===== config.mk =====
export PLATFORM = sky130hd
export DESIGN_NAME = quartic_gradient_descent_step_unit
export DESIGN_NICKNAME = d
export VERILOG_FILES = /design/src/hw/rtl/qgd_pkg.sv /design/src/hw/rtl/qgd_alu.sv /design/src/hw/rtl/quartic_gradient_descent_step_unit.sv
export SDC_FILE = /design/constraint.sdc
export NUM_CORES = 2
export LEC_CHECK = 0
export BUFFER_PORTS_ARGS = -buffer_cell sky130_fd_sc_hd__buf_2
export CORE_MARGIN = 5
export CORE_UTILIZATION = 36
export CTS_CLUSTER_DIAMETER = 40
export DETAILED_ROUTE_END_ITERATION = 6
export SETUP_SLACK_MARGIN = 0.3
export SLEW_MARGIN = 25
export SYNTH_ARGS = -nofsm -noshare
export SYNTH_HDL_FRONTEND = slang
export SYNTH_SLANG_ARGS = --single-unit

===== constraint.sdc =====
create_clock -name clk -period 25.5 [get_ports clk]
set_input_delay 2.55 -clock clk [delete_from_list [all_inputs] [get_ports clk]]
set_output_delay 2.55 -clock clk [all_outputs]
set_load 0.005 [all_outputs]

===== src/hw/rtl/qgd_pkg.sv =====
// ----------------------------------------------------------------------------
// qgd_pkg - quartic gradient descent step shared definitions
// Q16.16 constants, opcode/status/register codes and saturation helpers.
// ----------------------------------------------------------------------------
package qgd_pkg;

  localparam logic signed [31:0] MAX32 = 32'sh7FFF_FFFF;
  localparam logic signed [31:0] MIN32 = 32'sh8000_0000;

  // Thresholds and scale factors, raw Q16.16
  localparam logic signed [31:0] Y_LOW_LIMIT    = -32'sd655360;
  localparam logic signed [31:0] Y_HIGH_LIMIT   = 32'sd1310720;
  localparam logic [22:0]        LEARN_FLOOR    = 23'd65;
  localparam logic [22:0]        LEARN_MAX      = 23'd6553600;
  localparam logic signed [31:0] LEARN_MAX_S32  = 32'sd6553600;
  localparam logic signed [31:0] SLOW_FACTOR    = 32'sd58982;

  // Coefficient reset values
  localparam logic signed [31:0] RST_QUARTIC  = 32'sd2048;
  localparam logic signed [31:0] RST_CUBIC    = 32'sd6144;
  localparam logic signed [31:0] RST_SQUARE   = -32'sd14336;
  localparam logic signed [31:0] RST_LINEAR   = 32'sd0;
  localparam logic signed [31:0] RST_CONSTANT = 32'sd0;

  // Opcodes
  localparam logic [1:0] OP_STEP      = 2'd0;
  localparam logic [1:0] OP_SET_POS   = 2'd1;
  localparam logic [1:0] OP_SET_LEARN = 2'd2;

  // Result status
  localparam logic [2:0] ST_TAKEN  = 3'd0;
  localparam logic [2:0] ST_LOW    = 3'd1;
  localparam logic [2:0] ST_SLOWED = 3'd2;
  localparam logic [2:0] ST_FLOOR  = 3'd3;
  localparam logic [2:0] ST_SET    = 3'd4;

  // Configuration register indexes
  localparam logic [2:0] REG_QUARTIC  = 3'd0;
  localparam logic [2:0] REG_CUBIC    = 3'd1;
  localparam logic [2:0] REG_SQUARE   = 3'd2;
  localparam logic [2:0] REG_LINEAR   = 3'd3;
  localparam logic [2:0] REG_CONSTANT = 3'd4;

  typedef struct packed {
    logic load;    // capture a new product
    logic negate;  // negate the scaled product before the add
  } qgd_alu_ctl_t;

  function automatic logic signed [31:0] sat48(input logic signed [47:0] v);
    if (v[47:31] == {17{v[31]}}) return v[31:0];
    else if (v[47]) return MIN32;
    else return MAX32;
  endfunction

  function automatic logic signed [31:0] sat34(input logic signed [33:0] v);
    if (v[33:31] == {3{v[31]}}) return v[31:0];
    else if (v[33]) return MIN32;
    else return MAX32;
  endfunction

  function automatic logic signed [31:0] times4(input logic signed [31:0] a);
    return sat34({a, 2'b00});
  endfunction

  function automatic logic signed [31:0] times3(input logic signed [31:0] a);
    logic signed [33:0] ext;
    ext = {{2{a[31]}}, a};
    return sat34(ext + {ext[32:0], 1'b0});
  endfunction

  function automatic logic signed [31:0] times2(input logic signed [31:0] a);
    return sat34({a[31], a, 1'b0});
  endfunction

endpackage


===== src/hw/rtl/qgd_alu.sv =====
// ----------------------------------------------------------------------------
// qgd_alu - shared multiply / scale / accumulate unit
// 32x32 signed product registered, then floor >>16, optional negate and a
// saturating add of the addend, each step saturated to 32 bits.
// ----------------------------------------------------------------------------
module qgd_alu (
  input  logic                    clk,
  input  qgd_pkg::qgd_alu_ctl_t   ctl,
  input  logic signed [31:0]      mul_a,
  input  logic signed [31:0]      mul_b,
  input  logic signed [31:0]      addend,
  output logic signed [31:0]      result
);

  logic signed [63:0] prod;
  logic signed [31:0] scaled;
  logic signed [31:0] term;
  logic signed [33:0] sum;

  always_ff @(posedge clk) begin
    if (ctl.load) begin
      prod <= mul_a * mul_b;
    end
  end

  always_comb begin
    // dropping the low 16 bits of a two's complement word rounds down
    scaled = qgd_pkg::sat48(prod[63:16]);
    if (ctl.negate) begin
      term = (scaled == qgd_pkg::MIN32) ? qgd_pkg::MAX32 : -scaled;
    end else begin
      term = scaled;
    end
    sum    = {{2{term[31]}}, term} + {{2{addend[31]}}, addend};
    result = qgd_pkg::sat34(sum);
  end

endmodule


===== src/hw/rtl/quartic_gradient_descent_step_unit.sv =====
// ----------------------------------------------------------------------------
// quartic_gradient_descent_step_unit - gradient descent on a quartic, Q16.16
// Each multiply-accumulate goes through the one shared multiplier (S_MUL, then
// S_ADD); a new beat is taken the cycle after the result is posted, so only one
// item is in flight at a time, and a finished item waits in S_HOLD while the
// previous posted result waits for out_ready.
// Reset (synchronous): coefficients to defaults, position and learn rate 0.
// ----------------------------------------------------------------------------
module quartic_gradient_descent_step_unit (
  input  logic               clk,
  input  logic               rst,
  input  logic               in_valid,
  output logic               in_ready,
  input  logic [1:0]         opcode,
  input  logic signed [31:0] operand_value,
  output logic               out_valid,
  input  logic               out_ready,
  output logic signed [31:0] position_out,
  output logic signed [31:0] value_out,
  output logic signed [31:0] slope_out,
  output logic [22:0]        learn_out,
  output logic [2:0]         step_status,
  input  logic               cfg_valid,
  output logic               cfg_ready,
  input  logic [2:0]         cfg_index,
  input  logic [31:0]        cfg_data
);

  typedef enum logic [1:0] {S_IDLE, S_MUL, S_ADD, S_HOLD} state_t;
  typedef enum logic [2:0] {
    PH_SLOPE_OLD, PH_DELTA, PH_VALUE_NEW, PH_SLOW, PH_VALUE_OUT, PH_SLOPE_OUT
  } phase_t;

  state_t             state;
  phase_t             phase;
  logic [1:0]         k;
  logic               slope_after;
  logic signed [31:0] acc;
  logic signed [31:0] position;
  logic [22:0]        learn;
  logic signed [31:0] xnew;
  logic signed [31:0] slope_r;
  logic signed [31:0] value_r;
  logic [2:0]         status;

  logic signed [31:0] coeff_a, coeff_b, coeff_c, coeff_d, coeff_e;
  logic signed [31:0] a4, b3, c2;

  logic signed [31:0] mul_a, mul_b, addend, alu_r;
  logic               negate, last;
  logic [22:0]        learn_set;
  qgd_pkg::qgd_alu_ctl_t alu_ctl;

  assign in_ready  = (state == S_IDLE);
  // coefficients only change between items
  assign cfg_ready = (state == S_IDLE);

  assign a4 = qgd_pkg::times4(coeff_a);
  assign b3 = qgd_pkg::times3(coeff_b);
  assign c2 = qgd_pkg::times2(coeff_c);

  always_comb begin
    if (operand_value[31]) learn_set = '0;
    else if (operand_value > qgd_pkg::LEARN_MAX_S32) learn_set = qgd_pkg::LEARN_MAX;
    else learn_set = operand_value[22:0];
  end

  // Operand routing for the current Horner step, position update or rate slowdown
  always_comb begin
    mul_a  = '0;
    mul_b  = '0;
    addend = '0;
    negate = 1'b0;
    last   = 1'b0;
    unique case (phase)
      PH_SLOPE_OLD, PH_SLOPE_OUT: begin
        mul_a = (k == 2'd0) ? a4 : acc;
        mul_b = position;
        unique case (k)
          2'd0:    addend = b3;
          2'd1:    addend = c2;
          default: addend = coeff_d;
        endcase
        last = (k == 2'd2);
      end
      PH_VALUE_NEW, PH_VALUE_OUT: begin
        mul_a = (k == 2'd0) ? coeff_a : acc;
        mul_b = (phase == PH_VALUE_NEW) ? xnew : position;
        unique case (k)
          2'd0: addend = coeff_b;
          2'd1: addend = coeff_c;
          2'd2: addend = coeff_d;
          2'd3: addend = coeff_e;
        endcase
        last = (k == 2'd3);
      end
      PH_DELTA: begin
        // x + sat(-(learn * slope))
        mul_a  = {9'd0, learn};
        mul_b  = slope_r;
        addend = position;
        negate = 1'b1;
        last   = 1'b1;
      end
      PH_SLOW: begin
        mul_a = {9'd0, learn};
        mul_b = qgd_pkg::SLOW_FACTOR;
        last  = 1'b1;
      end
      default: begin
        last = 1'b1;
      end
    endcase
  end

  assign alu_ctl.load   = (state == S_MUL);
  assign alu_ctl.negate = negate;

  qgd_alu u_alu (
    .clk    (clk),
    .ctl    (alu_ctl),
    .mul_a  (mul_a),
    .mul_b  (mul_b),
    .addend (addend),
    .result (alu_r)
  );

  always_ff @(posedge clk) begin
    if (rst) begin
      state       <= S_IDLE;
      phase       <= PH_SLOPE_OLD;
      k           <= '0;
      slope_after <= 1'b0;
      position    <= '0;
      learn       <= '0;
      out_valid   <= 1'b0;
      coeff_a     <= qgd_pkg::RST_QUARTIC;
      coeff_b     <= qgd_pkg::RST_CUBIC;
      coeff_c     <= qgd_pkg::RST_SQUARE;
      coeff_d     <= qgd_pkg::RST_LINEAR;
      coeff_e     <= qgd_pkg::RST_CONSTANT;
    end else begin
      if (cfg_valid && cfg_ready) begin
        case (cfg_index)
          qgd_pkg::REG_QUARTIC:  coeff_a <= cfg_data;
          qgd_pkg::REG_CUBIC:    coeff_b <= cfg_data;
          qgd_pkg::REG_SQUARE:   coeff_c <= cfg_data;
          qgd_pkg::REG_LINEAR:   coeff_d <= cfg_data;
          qgd_pkg::REG_CONSTANT: coeff_e <= cfg_data;
          default: ;
        endcase
      end

      // in S_HOLD the output register is reloaded below instead
      if (out_valid && out_ready && state != S_HOLD) out_valid <= 1'b0;

      unique case (state)
        S_IDLE: begin
          if (in_valid) begin
            k     <= '0;
            state <= S_MUL;
            case (opcode)
              qgd_pkg::OP_STEP: begin
                phase       <= PH_SLOPE_OLD;
                slope_after <= 1'b0;
              end
              qgd_pkg::OP_SET_POS: begin
                position    <= operand_value;
                status      <= qgd_pkg::ST_SET;
                phase       <= PH_VALUE_OUT;
                slope_after <= 1'b1;
              end
              qgd_pkg::OP_SET_LEARN: begin
                learn       <= learn_set;
                status      <= qgd_pkg::ST_SET;
                phase       <= PH_VALUE_OUT;
                slope_after <= 1'b1;
              end
              default: begin
                status      <= qgd_pkg::ST_SET;
                phase       <= PH_VALUE_OUT;
                slope_after <= 1'b1;
              end
            endcase
          end
        end
        S_MUL: begin
          state <= S_ADD;
        end
        S_ADD: begin
          acc   <= alu_r;
          state <= S_MUL;
          if (!last) begin
            k <= k + 2'd1;
          end else begin
            k <= '0;
            unique case (phase)
              PH_SLOPE_OLD: begin
                slope_r <= alu_r;
                phase   <= PH_DELTA;
              end
              PH_DELTA: begin
                xnew  <= alu_r;
                phase <= PH_VALUE_NEW;
              end
              PH_VALUE_NEW: begin
                // low limit is tested before the high one
                priority if (alu_r < qgd_pkg::Y_LOW_LIMIT) begin
                  status <= qgd_pkg::ST_LOW;
                  phase  <= PH_VALUE_OUT;
                end else if (alu_r > qgd_pkg::Y_HIGH_LIMIT) begin
                  if (learn > qgd_pkg::LEARN_FLOOR) begin
                    status <= qgd_pkg::ST_SLOWED;
                    phase  <= PH_SLOW;
                  end else begin
                    status <= qgd_pkg::ST_FLOOR;
                    phase  <= PH_VALUE_OUT;
                  end
                end else begin
                  position <= xnew;
                  value_r  <= alu_r;
                  status   <= qgd_pkg::ST_TAKEN;
                  phase    <= PH_SLOPE_OUT;
                end
              end
              PH_SLOW: begin
                learn <= alu_r[22:0];
                phase <= PH_VALUE_OUT;
              end
              PH_VALUE_OUT: begin
                value_r <= alu_r;
                if (slope_after) phase <= PH_SLOPE_OUT;
                else state <= S_HOLD;
              end
              PH_SLOPE_OUT: begin
                slope_r <= alu_r;
                state   <= S_HOLD;
              end
              default: ;
            endcase
          end
        end
        S_HOLD: begin
          if (!out_valid || out_ready) begin
            position_out <= position;
            value_out    <= value_r;
            slope_out    <= slope_r;
            learn_out    <= learn;
            step_status  <= status;
            out_valid    <= 1'b1;
            state        <= S_IDLE;
          end
        end
      endcase
    end
  end

endmodule


Word level (Yosys, flattened, before mapping)
Index checks and enable logic that the tools add are counted.
Widths: inputs -> output; s select.

storage, ports and cells
  flip-flop bits (word level) = 541
  input bits = 74
  output and inout port bits = 125
  word-level logic and storage cells = 172

cells by class
  $add $sub $neg = 4
  multiply operators = 1
  magnitude comparators = 4
  eq/ne operators = 38
  multiplexer cells = 69
  bitwise logic cells = 1
  reduce and logical (&&, ||, !) cells = 32

operator list
  operator              count
  $mux 32               23
  $pmux 32 s4           2
  $pmux 32 s2           3
  $pmux 32 s3           2
  $mux 23               6
  $mul 32x32->64        1
  $pmux 23 s2           1
  $mux 3                13
  $add 32x33->34        1
  $add 32x32->33        1
  $eq 32x32->1 const B  1
  $gt 32x22->1 const B  1
  $gt 32x24->1 const B  1
  $lt 32x21->1 const B  1
  $neg 32->32           1
  $gt 23x7->1 const B   1
  $ne 2x2->1 const B    10
  $reduce_and 2->1      9
  $eq 16x16->1          1
  $pmux 3 s5            1
  $eq 3x2->1 const B    4
  $mux 2                6
  $pmux 3 s2            2
  $reduce_and 6->1      2
  other kinds (25)      55

Logic depth before layout (Yosys ltp)
  depth after elaboration = 14
  depth in mapped cells = 40
  gate-level depth less buffers = 37

Modules after synthesis
From an unflattened synthesis, not the netlist that was laid out.

unflattened totals
  cell total of the unflattened synthesis = 6711
  area total of the unflattened synthesis = 62384.8 sq um

modules (own cells, without submodules)
  module                              times used  cells an instance  area each (sq um)  seq. area each (sq um)
  qgd_alu                             1           4386               40237.3            1441.4
  quartic_gradient_descent_step_unit  1           2325               22147.5            12081.6

Worst setup path after synthesis
No wires, ideal clock.

  path type = in2reg
  from = input port rst
  to = register learn_out[0] (enable)
  library setup time = 0.778 ns
  data arrival time = 11.870 ns
  required time = 24.722 ns
  path slack = 12.852 ns
  stages on the path = 3
  path buffers = 2
  cells stage by stage = clkbuf_1 -> clkbuf_1 -> nor3b_1

on the way
  longest elaborated chain between the ends = 2

ends and longest elaborated chain
  element                            RTL line                                   RTL
  from (decl)                        quartic_gradient_descent_step_unit.sv:11   input logic rst,
  $not 1->1 (no source line)         n/a
  $reduce_and 3->1 (no source line)  n/a
  to (signal assigned)               quartic_gradient_descent_step_unit.sv:248  learn_out <= learn;
  to (decl)                          quartic_gradient_descent_step_unit.sv:21   output logic [22:0] learn_out,

No other way between the ends.
A chain may end at the register's enable or synchronous reset.

Worst setup path in the final report
  from = register phase[2]
  to = register u_alu.prod[61], data pin

on the way
  longest elaborated chain between the ends = 4
  elaborated cells on any way between the ends = 13
  those cells by class = mul: 1; eq/ne: 5; mux: 3; reduce/logical: 4

ends and longest elaborated chain
  element                                            RTL line                                                                            RTL
  from (decl)                                        quartic_gradient_descent_step_unit.sv:35                                            phase_t phase;
  from (signal assigned)                             quartic_gradient_descent_step_unit.sv:131                                           phase <= PH_SLOPE_OLD;
  from (signal assigned)                             quartic_gradient_descent_step_unit.sv:164                                           phase <= PH_SLOPE_OLD;
  from (signal assigned)                             quartic_gradient_descent_step_unit.sv:170                                           phase <= PH_VALUE_OUT;
  $eq 3x2->1, or another cell as far along           quartic_gradient_descent_step_unit.sv:75, quartic_gradient_descent_step_unit.sv:88
  $mux 32, or another cell as far along              quartic_gradient_descent_step_unit.sv:88                                            mul_b = (phase == PH_VALUE_NEW) ? xnew : position;
  $pmux 32 s4 / $pmux 32 s3 (equally long branches)  quartic_gradient_descent_step_unit.sv:75                                            unique case (phase)
  $mul 32x32->64 (*)                                 qgd_alu.sv:22                                                                       prod <= mul_a * mul_b;
  to (signal assigned)                               qgd_alu.sv:22
  to (decl)                                          qgd_alu.sv:15                                                                       logic signed [63:0] prod;

Mark *: on every way between the ends. The rest lies on a longest branch, timed or not.

==> Flow_metrics.wiki <==
{| class="wikitable"
! Metric !! Value
|-
| Bufs on Longest Clock Path || 3
|-
| Post-detailed-route count of antenna-violating nets || 0
|-
| Violated checks || DRC
|-
| Number of instances in the synthesized netlist || 6988
|-
| Register-to-Register Path Depth || 34
|-
| Worst Max-Slew Pin Slew || between 1 and 1.5 ns
|-
| Element type at the critical path end || flop
|-
| Delay of the slowest cell on the worst path || just under 0.8 ns
|-
| Final cycle utilization of the critical path || 0.450
|-
| Worst reg2reg path endpoint || u_alu.prod[61]
|-
| Mean number of vias per cell || between 5 and 6
|-
| # DRC || 2
|-
| Placed Cells || 9242
|-
| Clock Tree Root || clkbuf_16
|-
| Number of global-route vias before repair || 52352
|-
| Achievable Freq || 87.2 MHz
|-
| Clock tree from TritonCTS || yes
|-
| Number of setup violations in the final report || 0
|-
| HPWL reported at the end of detailed placement || between 150000 and 200000 microns
|-
| Classification of the worst setup path || reg2reg
|-
| Flip-flop count of the largest register after layout || 48
|-
| Area fraction of the dominant cell type after synthesis || 0.343
|-
| H-tree levels || 3
|-
| Final weighted congestion of routability-driven global placement || 0.957
|-
| Total internal power || around 2.4 mW
|-
| RR Startpoint || phase[2]
|-
| Worst VDD drop || between 0.06 and 0.07 mV
|-
| Setup repair after global routing missed its margin || false
|-
| Worst clock skew on the final layout || about 0.041 ns
|-
| Nets || about 8400
|-
| # resized after CTS || 0
|-
| Part of the power in the clock network || 0.252
|-
| Post-layout min period || 11.47 ns
|-
| Most frequent standard cell in the layout excluding fill and tap cells || nand2_1
|-
| Result of the run || finished with violations
|-
| Register cell area after layout || 13500 sq um
|-
| Sequential-to-total area share from yosys stat || 0.214
|-
| Routed wire length || around 220000 microns
|-
| Antenna violations before repair || 11
|-
| Total nets after synthesis || between 8000 and 9000
|-
| Number of clock sinks seen by CTS || ~530
|-
| Number of unique standard cell types used by synthesis || 87
|-
| Number of buffers inserted by port buffering || 198
|-
| Post-synth EDFFs || 301
|-
| Hold buffer count at cts || 0
|-
| Post-synth top area cell || fa_1
|-
| Final non-filler cell total || ~9400
|-
| Clock insertion delay at the later pin of the skew report || 0.69 ns
|-
| Count of endpoints failing hold in the final timing report || 0
|-
| Final routed wire length divided by cell count || ~24 microns
|-
| Cells taking the most area after synthesis || fa_1 (34%), edfxtp_1 (14%), nand2_1 (8.1%)
|-
| Setup repair bufs after CTS || 0
|-
| Summed instance area of the synthesized netlist || about 63000 sq um
|-
| Vias || a little over 50000
|-
| Worst reg2reg setup slack || between 10 and 15 ns
|-
| Net load switching power || 1.95 mW
|-
| Number of synthesized register bits || around 530
|-
| Gr ovfl total || 0
|-
| Data arrival, critical path || 11.86 ns
|-
| Wire length of the first global-routing pass || roughly 340000 microns
|-
| Most frequently used flop master after synthesis || edfxtp_1
|-
| Async SR Flop Fraction || 0
|-
| Sum of negative setup slack || 0 ns
|-
| Fin Hold WS || 0.416 ns
|-
| CTS buffer count || 74
|-
| Maximum number of pins on one net before global-route repair || about 100
|-
| DRT Pass-1 Iters || 7
|-
| Area delta synth->final || 10.1%
|-
| Highest-count cells in the layout ignoring fill and taps || nand2_1 (1361), inv_1 (1172), fa_1 (1083)
|-
| Endpoint of the worst hold-timing path || value_out[0]
|-
| Final Instance Area || just under 70000 sq um
|-
| Share of final-layout standard cells stronger than drive strength 1 || 0.0831
|-
| Critical-path maximum fanout || 47
|-
| Leakage power summed over all cells || roughly 29 nW
|-
| Synth warnings || 0
|-
| Kind of start point of the critical path || flop
|-
| Max-capacitance violation count || 0
|-
| Clock transition at the registers of the reported paths || about 0.06 ns
|-
| Die Span Y || around 430 microns
|-
| Critical path data required time || 25.89 ns
|-
| Gr usage total || 0.242
|-
| Die outline width || 429 microns
|-
| Number of standard-cell rows in the floorplan || 153
|-
| Delay-heaviest family, CP || adder cells
|-
| Buffers plus inverters on the worst setup path || 8
|-
| Headroom to the max-slew limit || 0.221
|-
| Depth of the worst hold-timing path || 0
|-
| Area enclosed by the die boundary || between 150000 and 200000 sq um
|-
| Sequential fraction of design power || 0.250
|-
| Final max-slew violation count || 0
|-
| Net switching share of the total power || 0.452
|-
| Instance area after placement || 66900 sq um
|-
| Post-Syn Area per Cell || ~9 sq um
|-
| Top-level I/O count || approximately 200
|-
| Min-Delay Path Class || reg2reg
|-
| Cell at the slowest stage of the critical path || o311ai_1
|-
| Footprint of the multi-input gates || around 44000 sq um
|-
| Utilization after layout || 0.399
|-
| Pwr Density || about 62 nW/um^2
|-
| Violation count after the first detailed-routing iteration || between 5000 and 6000
|-
| Final-layout fill cell count || 17319
|-
| Power share of the combinational group || 0.498
|-
| Core area || between 150000 and 200000 sq um
|-
| Hold Path Origin || value_r[0]
|-
| Starting density of the core || 0.362
|-
| Crit-path most repeated cell || fa_1
|-
| Top reg by flops || u_alu.prod
|}
[cell usage after synthesis, types with 40 or more instances]
master / number
o21a_1: 52
dfxtp_1: 224
and2_1: 88
mux2i_1: 78
clkbuf_1: 371
nor2_1: 420
xnor2_1: 70
inv_1: 1172
a21oi_1: 354
nor3_1: 41
nand2b_1: 53
fa_1: 1083
nand3_1: 40
o21ai_0: 219
edfxtp_1: 301
ha_1: 251
a22oi_1: 78
a21o_1: 89
nand2_1: 1361
a211oi_1: 41
[cell families (layout without fill, tap and decap cells)]
kind of cell    count (synthesis)  in the layout  share of synthesized area
simple gates                 2185           2185                      0.146
buf+inv                      1574           1641                     0.0944
fa+ha+maj                    1359           1359                      0.397
compound gates               1156           1156                      0.121
flops                         525            525                      0.214
xor+xnor                      109            109                     0.0151
mux                            80             80                     0.0127
other cells                     0              3                          0
[metal layers]
layer / up-vias / share of wire / global-route usage
met5: - / 0 / 0
met2: 2206 / 0.46 / 0.392
met4: 0 / 0.062 / 0.124
met1: 26203 / 0.40 / 0.313
met3: 440 / 0.075 / 0.0398
li1: 22286 / - / -
[stage by stage]
stage / setup slack [ns] / power, mW
floorplan: 12.85 / 2.47
global placement: 14.12 / 3.22
detailed placement: 14.26 / 3.24
CTS: 14.21 / 4.33
global route: 13.61 / 4.59
finish: 14.03 / 4.32
[layout make-up]
class                           instances  area share
Clock inverter                         51     0.00925
Multi-Input combinational cell       4889       0.633
Sequential cell                       525       0.195
Clock buffer                           87      0.0285
Inverter                             1176      0.0635
Tap cell                             2325      0.0418
Antenna cell                            3    0.000108
Timing Repair Buffer                  327      0.0289
[worst max-delay path by stage]
stage | start | endpoint | slack, ns | cells after the start
finish | phase[2] | u_alu.prod[61] | 14.03 | 34
global route | phase[2] | u_alu.prod[61] | 13.61 | 34
CTS | phase[2] | u_alu.prod[61] | 14.21 | 34
detailed placement | phase[2] | u_alu.prod[61] | 14.26 | 34
global placement | phase[2] | u_alu.prod[61] | 14.12 | 34
floorplan | rst | learn_out[0] | 12.85 | 3
[power by group through the flow]
stage               clock, mW  sequential, mW  combinational, mW
finish                   1.09            1.08               2.15
global route             1.14            1.08               2.37
CTS                      1.10            1.08               2.15
detailed placement          0            1.10               2.14
global placement            0            1.09               2.13
floorplan                   0            1.06               1.41
Note: power is estimated with default switching activity, not from simulation.
